**src/rtl/isq_pkg.sv**
```systemverilog
// shared types and codes of the indexed sequence store
// depends on nothing; used by the interfaces, the top level and the checker
`timescale 1ns / 1ps
`default_nettype none

package isq_pkg;

    localparam int DEFAULT_CAPACITY = 64;

    localparam int OP_W     = 3;
    localparam int POS_W    = 16;
    localparam int DATA_W   = 32;
    localparam int STATUS_W = 2;
    localparam int COUNT_W  = 7;

    typedef logic [OP_W-1:0]          op_t;
    typedef logic [POS_W-1:0]         pos_t;
    typedef logic signed [DATA_W-1:0] data_t;
    typedef logic [STATUS_W-1:0]      status_t;
    typedef logic [COUNT_W-1:0]       count_t;

    // operation codes
    localparam op_t OP_READ     = 3'd0;
    localparam op_t OP_INS_HEAD = 3'd1;
    localparam op_t OP_INS_TAIL = 3'd2;
    localparam op_t OP_INS_POS  = 3'd3;
    localparam op_t OP_DELETE   = 3'd4;

    // status codes
    localparam status_t ST_DONE = 2'd0;
    localparam status_t ST_BAD  = 2'd1;
    localparam status_t ST_FULL = 2'd2;

    localparam data_t DATA_NONE = -32'sd1;

endpackage

`default_nettype wire

```
**src/rtl/isq_if.sv**
```systemverilog
// request and response channel interfaces of the indexed sequence store
// depends on isq_pkg
`timescale 1ns / 1ps
`default_nettype none

interface isq_req_if;
    logic           valid;
    logic           ready;
    isq_pkg::op_t   operation;
    isq_pkg::pos_t  position;
    isq_pkg::data_t item_value;

    modport source (output valid, output operation, output position, output item_value,
                    input ready);
    modport sink (input valid, input operation, input position, input item_value,
                  output ready);
endinterface

interface isq_rsp_if;
    logic             valid;
    logic             ready;
    isq_pkg::data_t   read_value;
    logic             read_valid;
    isq_pkg::status_t status;
    isq_pkg::count_t  entry_count;

    modport source (output valid, output read_value, output read_valid, output status,
                    output entry_count, input ready);
    modport sink (input valid, input read_value, input read_valid, input status,
                  input entry_count, output ready);
endinterface

`default_nettype wire

```
**src/rtl/isq_ram.sv**
```systemverilog
// generic single-write, single-read ram with registered read data
// depends on nothing
`timescale 1ns / 1ps
`default_nettype none

module isq_ram #(
    parameter int WIDTH = 32,
    parameter int DEPTH = 64
) (
    input  wire logic                     clk,
    input  wire logic                     wr_en,
    input  wire logic [$clog2(DEPTH)-1:0] wr_addr,
    input  wire logic [WIDTH-1:0]         wr_data,
    input  wire logic                     rd_en,
    input  wire logic [$clog2(DEPTH)-1:0] rd_addr,
    output logic      [WIDTH-1:0]         rd_data
);

    logic [WIDTH-1:0] mem [DEPTH];

    // write port
    always_ff @(posedge clk)
    begin
        if (wr_en)
        begin
            mem[wr_addr] <= wr_data;
        end
    end

    // registered read port
    always_ff @(posedge clk)
    begin
        if (rd_en)
        begin
            rd_data <= mem[rd_addr];
        end
    end

endmodule

`default_nettype wire

```
**src/rtl/indexed_sequence_store.sv**
```systemverilog
// indexed sequence store: ordered list of signed words held in one ram, one request at a time
// a rejected request or read miss goes from S_EXEC to S_FINISH, a read hit through S_RDATA,
// an insert through any S_UP moves and S_PLACE, a delete through any S_DN moves (up to
// CAPACITY-1 moves, one a cycle through the single ram write port); req.ready rises together
// with the response, and a stalled response holds the next result in S_FINISH until it is taken
// reset clears the count and the control state; ram contents are not cleared
`timescale 1ns / 1ps
`default_nettype none

module indexed_sequence_store #(
    parameter int CAPACITY = isq_pkg::DEFAULT_CAPACITY
) (
    input wire logic  clk,
    input wire logic  rst_n,
    isq_req_if.sink   req,
    isq_rsp_if.source rsp
);

    import isq_pkg::*;

    localparam int AW   = $clog2(CAPACITY);
    localparam int CW   = $clog2(CAPACITY + 1);
    localparam int CMPW = ((CW > POS_W) ? CW : POS_W) + 1;
    localparam logic [CW-1:0] CAP_CNT = CW'(CAPACITY);

    // sequencer states
    localparam logic [2:0] S_IDLE   = 3'd0;
    localparam logic [2:0] S_EXEC   = 3'd1;
    localparam logic [2:0] S_RDATA  = 3'd2;
    localparam logic [2:0] S_UP     = 3'd3;
    localparam logic [2:0] S_DN     = 3'd4;
    localparam logic [2:0] S_PLACE  = 3'd5;
    localparam logic [2:0] S_FINISH = 3'd6;

    logic [2:0]    state_reg, state_next;
    op_t           op_reg, op_next;
    pos_t          pos_reg, pos_next;
    data_t         val_reg, val_next;
    logic [CW-1:0] count_reg, count_next;
    logic [CW-1:0] res_count_reg, res_count_next;
    logic [AW-1:0] k_reg, k_next;
    logic [AW-1:0] p_reg, p_next;
    data_t         rval_reg, rval_next;
    logic          rvalid_reg, rvalid_next;
    status_t       status_reg, status_next;

    logic          out_valid_reg, out_valid_next;
    data_t         out_value_reg, out_value_next;
    logic          out_rvalid_reg, out_rvalid_next;
    status_t       out_status_reg, out_status_next;
    count_t        out_count_reg, out_count_next;

    logic            ram_wr_en;
    logic [AW-1:0]   ram_wr_addr;
    data_t           ram_wr_data;
    logic            ram_rd_en;
    logic [AW-1:0]   ram_rd_addr;
    logic [DATA_W-1:0] ram_rd_data;

    logic [CMPW-1:0] pos_x;
    logic [CMPW-1:0] cnt_x;
    logic [CMPW-1:0] k_x;
    logic [CW-1:0]   ins_tgt;
    logic            full;

    // entry storage
    isq_ram #(
        .WIDTH (DATA_W),
        .DEPTH (CAPACITY)
    ) u_ram (
        .clk     (clk),
        .wr_en   (ram_wr_en),
        .wr_addr (ram_wr_addr),
        .wr_data (ram_wr_data),
        .rd_en   (ram_rd_en),
        .rd_addr (ram_rd_addr),
        .rd_data (ram_rd_data)
    );

    // operand views for the range checks
    assign pos_x = CMPW'(pos_reg);
    assign cnt_x = CMPW'(count_reg);
    assign k_x   = CMPW'(k_reg);
    assign full  = (count_reg == CAP_CNT);

    // insert target: head, tail or requested position
    always_comb
    begin
        case (op_reg)
            OP_INS_HEAD: ins_tgt = '0;
            OP_INS_TAIL: ins_tgt = count_reg;
            default:     ins_tgt = CW'(pos_reg);
        endcase
    end

    assign req.ready       = (state_reg == S_IDLE);
    assign rsp.valid       = out_valid_reg;
    assign rsp.read_value  = out_value_reg;
    assign rsp.read_valid  = out_rvalid_reg;
    assign rsp.status      = out_status_reg;
    assign rsp.entry_count = out_count_reg;

    // sequencer: shifts move one entry a cycle, reading ahead of the write;
    // read and write never hit the same entry in one cycle
    always_comb
    begin
        state_next      = state_reg;
        op_next         = op_reg;
        pos_next        = pos_reg;
        val_next        = val_reg;
        count_next      = count_reg;
        res_count_next  = res_count_reg;
        k_next          = k_reg;
        p_next          = p_reg;
        rval_next       = rval_reg;
        rvalid_next     = rvalid_reg;
        status_next     = status_reg;
        out_valid_next  = out_valid_reg;
        out_value_next  = out_value_reg;
        out_rvalid_next = out_rvalid_reg;
        out_status_next = out_status_reg;
        out_count_next  = out_count_reg;
        ram_wr_en       = 1'b0;
        ram_wr_addr     = k_reg;
        ram_wr_data     = data_t'(ram_rd_data);
        ram_rd_en       = 1'b0;
        ram_rd_addr     = k_reg;

        // response taken
        if (out_valid_reg && rsp.ready)
        begin
            out_valid_next = 1'b0;
        end

        case (state_reg)
            S_IDLE:
            begin
                if (req.valid)
                begin
                    op_next    = req.operation;
                    pos_next   = req.position;
                    val_next   = req.item_value;
                    state_next = S_EXEC;
                end
            end

            S_EXEC:
            begin
                rval_next      = '0;
                rvalid_next    = 1'b0;
                status_next    = ST_DONE;
                res_count_next = count_reg;
                state_next     = S_FINISH;
                case (op_reg)
                    OP_READ:
                    begin
                        if (pos_x < cnt_x)
                        begin
                            ram_rd_en   = 1'b1;
                            ram_rd_addr = AW'(pos_reg);
                            state_next  = S_RDATA;
                        end
                        else
                        begin
                            rval_next   = DATA_NONE;
                            status_next = ST_BAD;
                        end
                    end

                    OP_INS_HEAD, OP_INS_TAIL, OP_INS_POS:
                    begin
                        if (op_reg == OP_INS_POS && pos_x > cnt_x)
                        begin
                            status_next = ST_BAD;
                        end
                        else if (full)
                        begin
                            status_next = ST_FULL;
                        end
                        else
                        begin
                            res_count_next = count_reg + CW'(1);
                            p_next         = AW'(ins_tgt);
                            if (ins_tgt == count_reg)
                            begin
                                state_next = S_PLACE;
                            end
                            else
                            begin
                                ram_rd_en   = 1'b1;
                                ram_rd_addr = AW'(count_reg - CW'(1));
                                k_next      = AW'(count_reg);
                                state_next  = S_UP;
                            end
                        end
                    end

                    OP_DELETE:
                    begin
                        if (pos_x >= cnt_x)
                        begin
                            status_next = ST_BAD;
                        end
                        else
                        begin
                            res_count_next = count_reg - CW'(1);
                            if (pos_x + CMPW'(1) < cnt_x)
                            begin
                                ram_rd_en   = 1'b1;
                                ram_rd_addr = AW'(pos_x + CMPW'(1));
                                k_next      = AW'(pos_reg);
                                state_next  = S_DN;
                            end
                        end
                    end

                    default:
                    begin
                        status_next = ST_BAD;
                    end
                endcase
            end

            S_RDATA:
            begin
                rval_next   = data_t'(ram_rd_data);
                rvalid_next = 1'b1;
                state_next  = S_FINISH;
            end

            // move entries up one place, from the tail down to the gap
            S_UP:
            begin
                ram_wr_en   = 1'b1;
                ram_wr_addr = k_reg;
                if (k_reg - AW'(1) == p_reg)
                begin
                    state_next = S_PLACE;
                end
                else
                begin
                    ram_rd_en   = 1'b1;
                    ram_rd_addr = k_reg - AW'(2);
                    k_next      = k_reg - AW'(1);
                end
            end

            // move entries down one place, from the gap to the tail
            S_DN:
            begin
                ram_wr_en   = 1'b1;
                ram_wr_addr = k_reg;
                if (k_x + CMPW'(2) < cnt_x)
                begin
                    ram_rd_en   = 1'b1;
                    ram_rd_addr = AW'(k_x + CMPW'(2));
                    k_next      = k_reg + AW'(1);
                end
                else
                begin
                    state_next = S_FINISH;
                end
            end

            // write the new value into the opened gap
            S_PLACE:
            begin
                ram_wr_en   = 1'b1;
                ram_wr_addr = p_reg;
                ram_wr_data = val_reg;
                state_next  = S_FINISH;
            end

            // hand the response over once the output register is free
            S_FINISH:
            begin
                if (!out_valid_reg || rsp.ready)
                begin
                    out_valid_next  = 1'b1;
                    out_value_next  = rval_reg;
                    out_rvalid_next = rvalid_reg;
                    out_status_next = status_reg;
                    out_count_next  = COUNT_W'(res_count_reg);
                    count_next      = res_count_reg;
                    state_next      = S_IDLE;
                end
            end

            default:
            begin
                state_next = S_IDLE;
            end
        endcase
    end

    // control registers
    always_ff @(posedge clk or negedge rst_n)
    begin
        if (!rst_n)
        begin
            state_reg     <= S_IDLE;
            count_reg     <= '0;
            out_valid_reg <= 1'b0;
        end
        else
        begin
            state_reg     <= state_next;
            count_reg     <= count_next;
            out_valid_reg <= out_valid_next;
        end
    end

    // payload registers
    always_ff @(posedge clk)
    begin
        op_reg         <= op_next;
        pos_reg        <= pos_next;
        val_reg        <= val_next;
        res_count_reg  <= res_count_next;
        k_reg          <= k_next;
        p_reg          <= p_next;
        rval_reg       <= rval_next;
        rvalid_reg     <= rvalid_next;
        status_reg     <= status_next;
        out_value_reg  <= out_value_next;
        out_rvalid_reg <= out_rvalid_next;
        out_status_reg <= out_status_next;
        out_count_reg  <= out_count_next;
    end

endmodule

`default_nettype wire

```
**src/flat_wrapper.sv**
```systemverilog
// flat-port wrapper written by rule: the top's interface ports become plain ports
module indexed_sequence_store_flat import isq_pkg::*;
#(
    parameter int CAPACITY = isq_pkg::DEFAULT_CAPACITY
)
  (clk, rst_n, req_valid, req_operation, req_position, req_item_value, req_ready, rsp_valid, rsp_read_value, rsp_read_valid, rsp_status, rsp_entry_count, rsp_ready);
  isq_req_if req_i ();
  isq_rsp_if rsp_i ();
  input wire logic clk;
  input wire logic rst_n;
  input wire logic [$bits(req_i.valid)-1:0] req_valid;
  input wire logic [$bits(req_i.operation)-1:0] req_operation;
  input wire logic [$bits(req_i.position)-1:0] req_position;
  input wire logic [$bits(req_i.item_value)-1:0] req_item_value;
  output wire logic [$bits(req_i.ready)-1:0] req_ready;
  output wire logic [$bits(rsp_i.valid)-1:0] rsp_valid;
  output wire logic [$bits(rsp_i.read_value)-1:0] rsp_read_value;
  output wire logic [$bits(rsp_i.read_valid)-1:0] rsp_read_valid;
  output wire logic [$bits(rsp_i.status)-1:0] rsp_status;
  output wire logic [$bits(rsp_i.entry_count)-1:0] rsp_entry_count;
  input wire logic [$bits(rsp_i.ready)-1:0] rsp_ready;
  assign req_i.valid = req_valid;
  assign req_i.operation = req_operation;
  assign req_i.position = req_position;
  assign req_i.item_value = req_item_value;
  assign req_ready = req_i.ready;
  assign rsp_valid = rsp_i.valid;
  assign rsp_read_value = rsp_i.read_value;
  assign rsp_read_valid = rsp_i.read_valid;
  assign rsp_status = rsp_i.status;
  assign rsp_entry_count = rsp_i.entry_count;
  assign rsp_i.ready = rsp_ready;
  indexed_sequence_store #(.CAPACITY(CAPACITY)) u_core (.clk(clk), .rst_n(rst_n), .req(req_i), .rsp(rsp_i));
endmodule
```
**config.mk**
```make
export PLATFORM = sky130hd
export DESIGN_NAME = indexed_sequence_store_flat
export DESIGN_NICKNAME = d
export VERILOG_FILES = /design/src/rtl/isq_pkg.sv /design/src/rtl/isq_if.sv /design/src/rtl/isq_ram.sv /design/src/rtl/indexed_sequence_store.sv /design/src/flat_wrapper.sv
export SDC_FILE = /design/constraint.sdc
export NUM_CORES = 2
export LEC_CHECK = 0
export ABC_AREA = 1
export BUFFER_PORTS_ARGS = -buffer_cell sky130_fd_sc_hd__buf_2
export CAP_MARGIN = 40
export CELL_PAD_IN_SITES_DETAIL_PLACEMENT = 2
export CELL_PAD_IN_SITES_GLOBAL_PLACEMENT = 2
export CORE_MARGIN = 3
export CORE_UTILIZATION = 35
export DETAILED_ROUTE_END_ITERATION = 6
export PLACE_DENSITY_LB_ADDON = 0.3
export SLEW_MARGIN = 25
export SYNTH_ARGS = -nofsm -noshare
export SYNTH_HDL_FRONTEND = slang
export SYNTH_SLANG_ARGS = --single-unit
```
**constraint.sdc**
```tcl
create_clock -name clk -period 5.3 [get_ports clk]
set_clock_uncertainty 0.05 [all_clocks]
set_input_delay 0.53 -clock clk [delete_from_list [all_inputs] [get_ports clk]]
set_output_delay 0.53 -clock clk [all_outputs]
set_load 0.03 [all_outputs]
```
==> metrics.yaml <==
startpoint_type: "register"
port_buffers: 98
coreArea_mm2: 0.2693
syn_inst: 8704
drive_above_1_share: 0.1003
grt_util_all_layers: 0.2444
cp-startpoint: "u_core.pos_reg[1]"
gp_congestion: 0.8134
grt_start_max_net_pins: 107
route.detailed.drc: 0
initial_core_util: 0.3533
layout.nets: 9015
dieArea_mm2: 0.2782
slew_headroom: 0.4199
num_vias: 69436
synth_edf_count: 2227
synth.ff_latch_count: 2238
critPathKind: "reg2reg"
top_layer: "met5"
worstHoldStart: "req_item_value[27]"
met2WireLength_um: 173400
ys_seq_area_frac: 0.7056
ant_nets: 0
finalMaxSlewViolations: 0
num_rows: 190
avgViaCountPerCell: 5.478
worst_slew_pin_slew_ns: 0.8702
cts_tree: "built"
synth_nets: 8787
grt_pass1_vias: 75862
drv_cap: 0
htree_num_levels: 5
die_w_um: 527.5
setup_viol: 0
hold_viol_final: 0
clkLatencyLatePin_ns: 0.95
min_path_type: "in2reg"
yosys-top-cells-area: "edfxtp_1, nand2_1, nand3_1"
cp.arrival_ns: 5.67
totalWireLength_um: 348400
largest_reg_flops: 2048
cts_buffers: 277
wl_met1_um: 148200
cts_root_buffer: "clkbuf_16"
rsz0062_at_grt: "no"
critPathMaxStageDelay_ns: 0.46
place_hpwl_um: 204800
crit_path_end_kind: "register"
die_y_um: 527.5
grt_overflow: 0
grt_first_pass_wirelength_um: 511100
wl_per_cell_um: 27.49
yosys.area.top_type: "edfxtp_1"
final_common_cell: "nand2_1"
ys_types: 39
antenna_found_initial: 8
regMostFlops: "u_core.u_ram.mem"
fmax_mhz: 198.4
critPathMostFrequentCell: "nand2_1"
first_pass_iters: 6
critical_path_buf_inv_count: 3
crit_slowest_cell: "edfxtp_1"
status: "finished clean"
dr.first_iter.drc_count: 5973
ys_warn_count: 0
post-route-period-util: 0.9508
async_flop_share: 0.004915
cts_buffer_depth: 4
crit_family: "simple AND/OR/NAND/NOR gates"
critical_path.max_fanout: 103
wl_met3_um: 17790
fin_crit_ns: 5.039
hold_slack_ns: 0.2641
path_clk_slew_ns: 0.06
clkSinkCount: 2238
ys.flop_type: "edfxtp_1"
r2r-start: "u_core.pos_reg[1]"
synth_top_cell_area_share: 0.7027
mostFrequentLayoutCells: "nand2_1, edfxtp_1, nand3_1"
synth.avg_cell_area_um2: 10.93
syn_area_mm2: 0.09517
io_pins: 99
critPathRequiredTime_ns: 5.93
syn2layout_area_growth_pct: 16.77
routing by layer:
metal	global-route usage	vias to the layer above
met5	0	-
met4	0.06723	2
met3	0.03315	557
met2	0.4263	1997
met1	0.3183	36641
li1	-	30239
cell type report:
| class | count | area [um^2] |
|---|---|---|
| inverters | 322 | 1246 |
| fillers | 27495 | 158200 |
| repair buffers | 478 | 5129 |
| diodes | 4 | 10.01 |
| well taps | 3552 | 4444 |
| flip-flops and latches | 2238 | 67150 |
| clock inverters | 113 | 844.6 |
| clock buffers | 353 | 7322 |
| multi-input cells | 5615 | 24990 |
worst paths after layout:
| kind | slack (ns) | cells after the start | endpoint |
|---|---|---|---|
| setup / recovery | 0.26 | 26 | u_core.u_ram.rd_data[23] |
| hold / removal | 0.26 | 2 | u_core.val_reg[27] |
| setup reg to reg | 0.26 | 26 | u_core.u_ram.rd_data[23] |
| hold reg to reg | 0.37 | 0 | u_core.rsp.read_value[15] |
| max in group asynchronous | 4.09 | 3 | u_core.count_reg[3] |
| min in group asynchronous | 0.67 | 3 | u_core.rsp.valid |
through the flow:
step           worst slack [ns]  std cells  utilization  setup TNS (ns)  instance area, um^2
2_1_floorplan             1.233       8704            -               0                95170
3_3_place_gp            -0.1245      12105       0.3760         -0.1245               101300
3_5_place_dp            -0.1364      12125       0.3777         -0.2400               101700
4_1_cts                 0.01437      12645       0.4101               0               110500
5_1_grt                 0.01108      12673       0.4126               0               111100
6_report                 0.2609      12675       0.4126               0               111100
cell families after synthesis:
| family | after synthesis | share of synthesized area |
|---|---|---|
| buffers and inverters | 851 | 0.04271 |
| xor gates and xnor gates | 16 | 0.001473 |
| muxes | 1 | 0.0001052 |
| AOI/OAI and AO/OA | 157 | 0.009045 |
| adders and majority gates | 28 | 0.003681 |
| DFF | 2238 | 0.7056 |
| and+or+nand+nor | 5413 | 0.2374 |
cell usage after synthesis, drive strengths merged (2+ instances only):
cell type and n:
a21oi 54, a22oi 2, buf 412, clkbuf 117
clkinv 6, dfrtp 11, edfxtp 2227, ha 28
inv 316, nand2 3522, nand3 1692, nand4 17
nor2 170, nor3 10, o211ai 6, o21ai 77
o221ai 11, o22ai 3, or2 2, xor2 15
timing repair:
item | CTS | global route
gates cloned | 0 | 5
pin swaps | 0 | 2
resized for setup | 4 | 39
buffers inserted | 0 | 10
endpoints found under the setup margin | 6 | 32
endpoints found under the hold margin | 64 | 0
hold buffers | 55 | 0
Power is not shown: default switching activity piles up to over one toggle a cycle in this logic, so the estimate is an artifact.
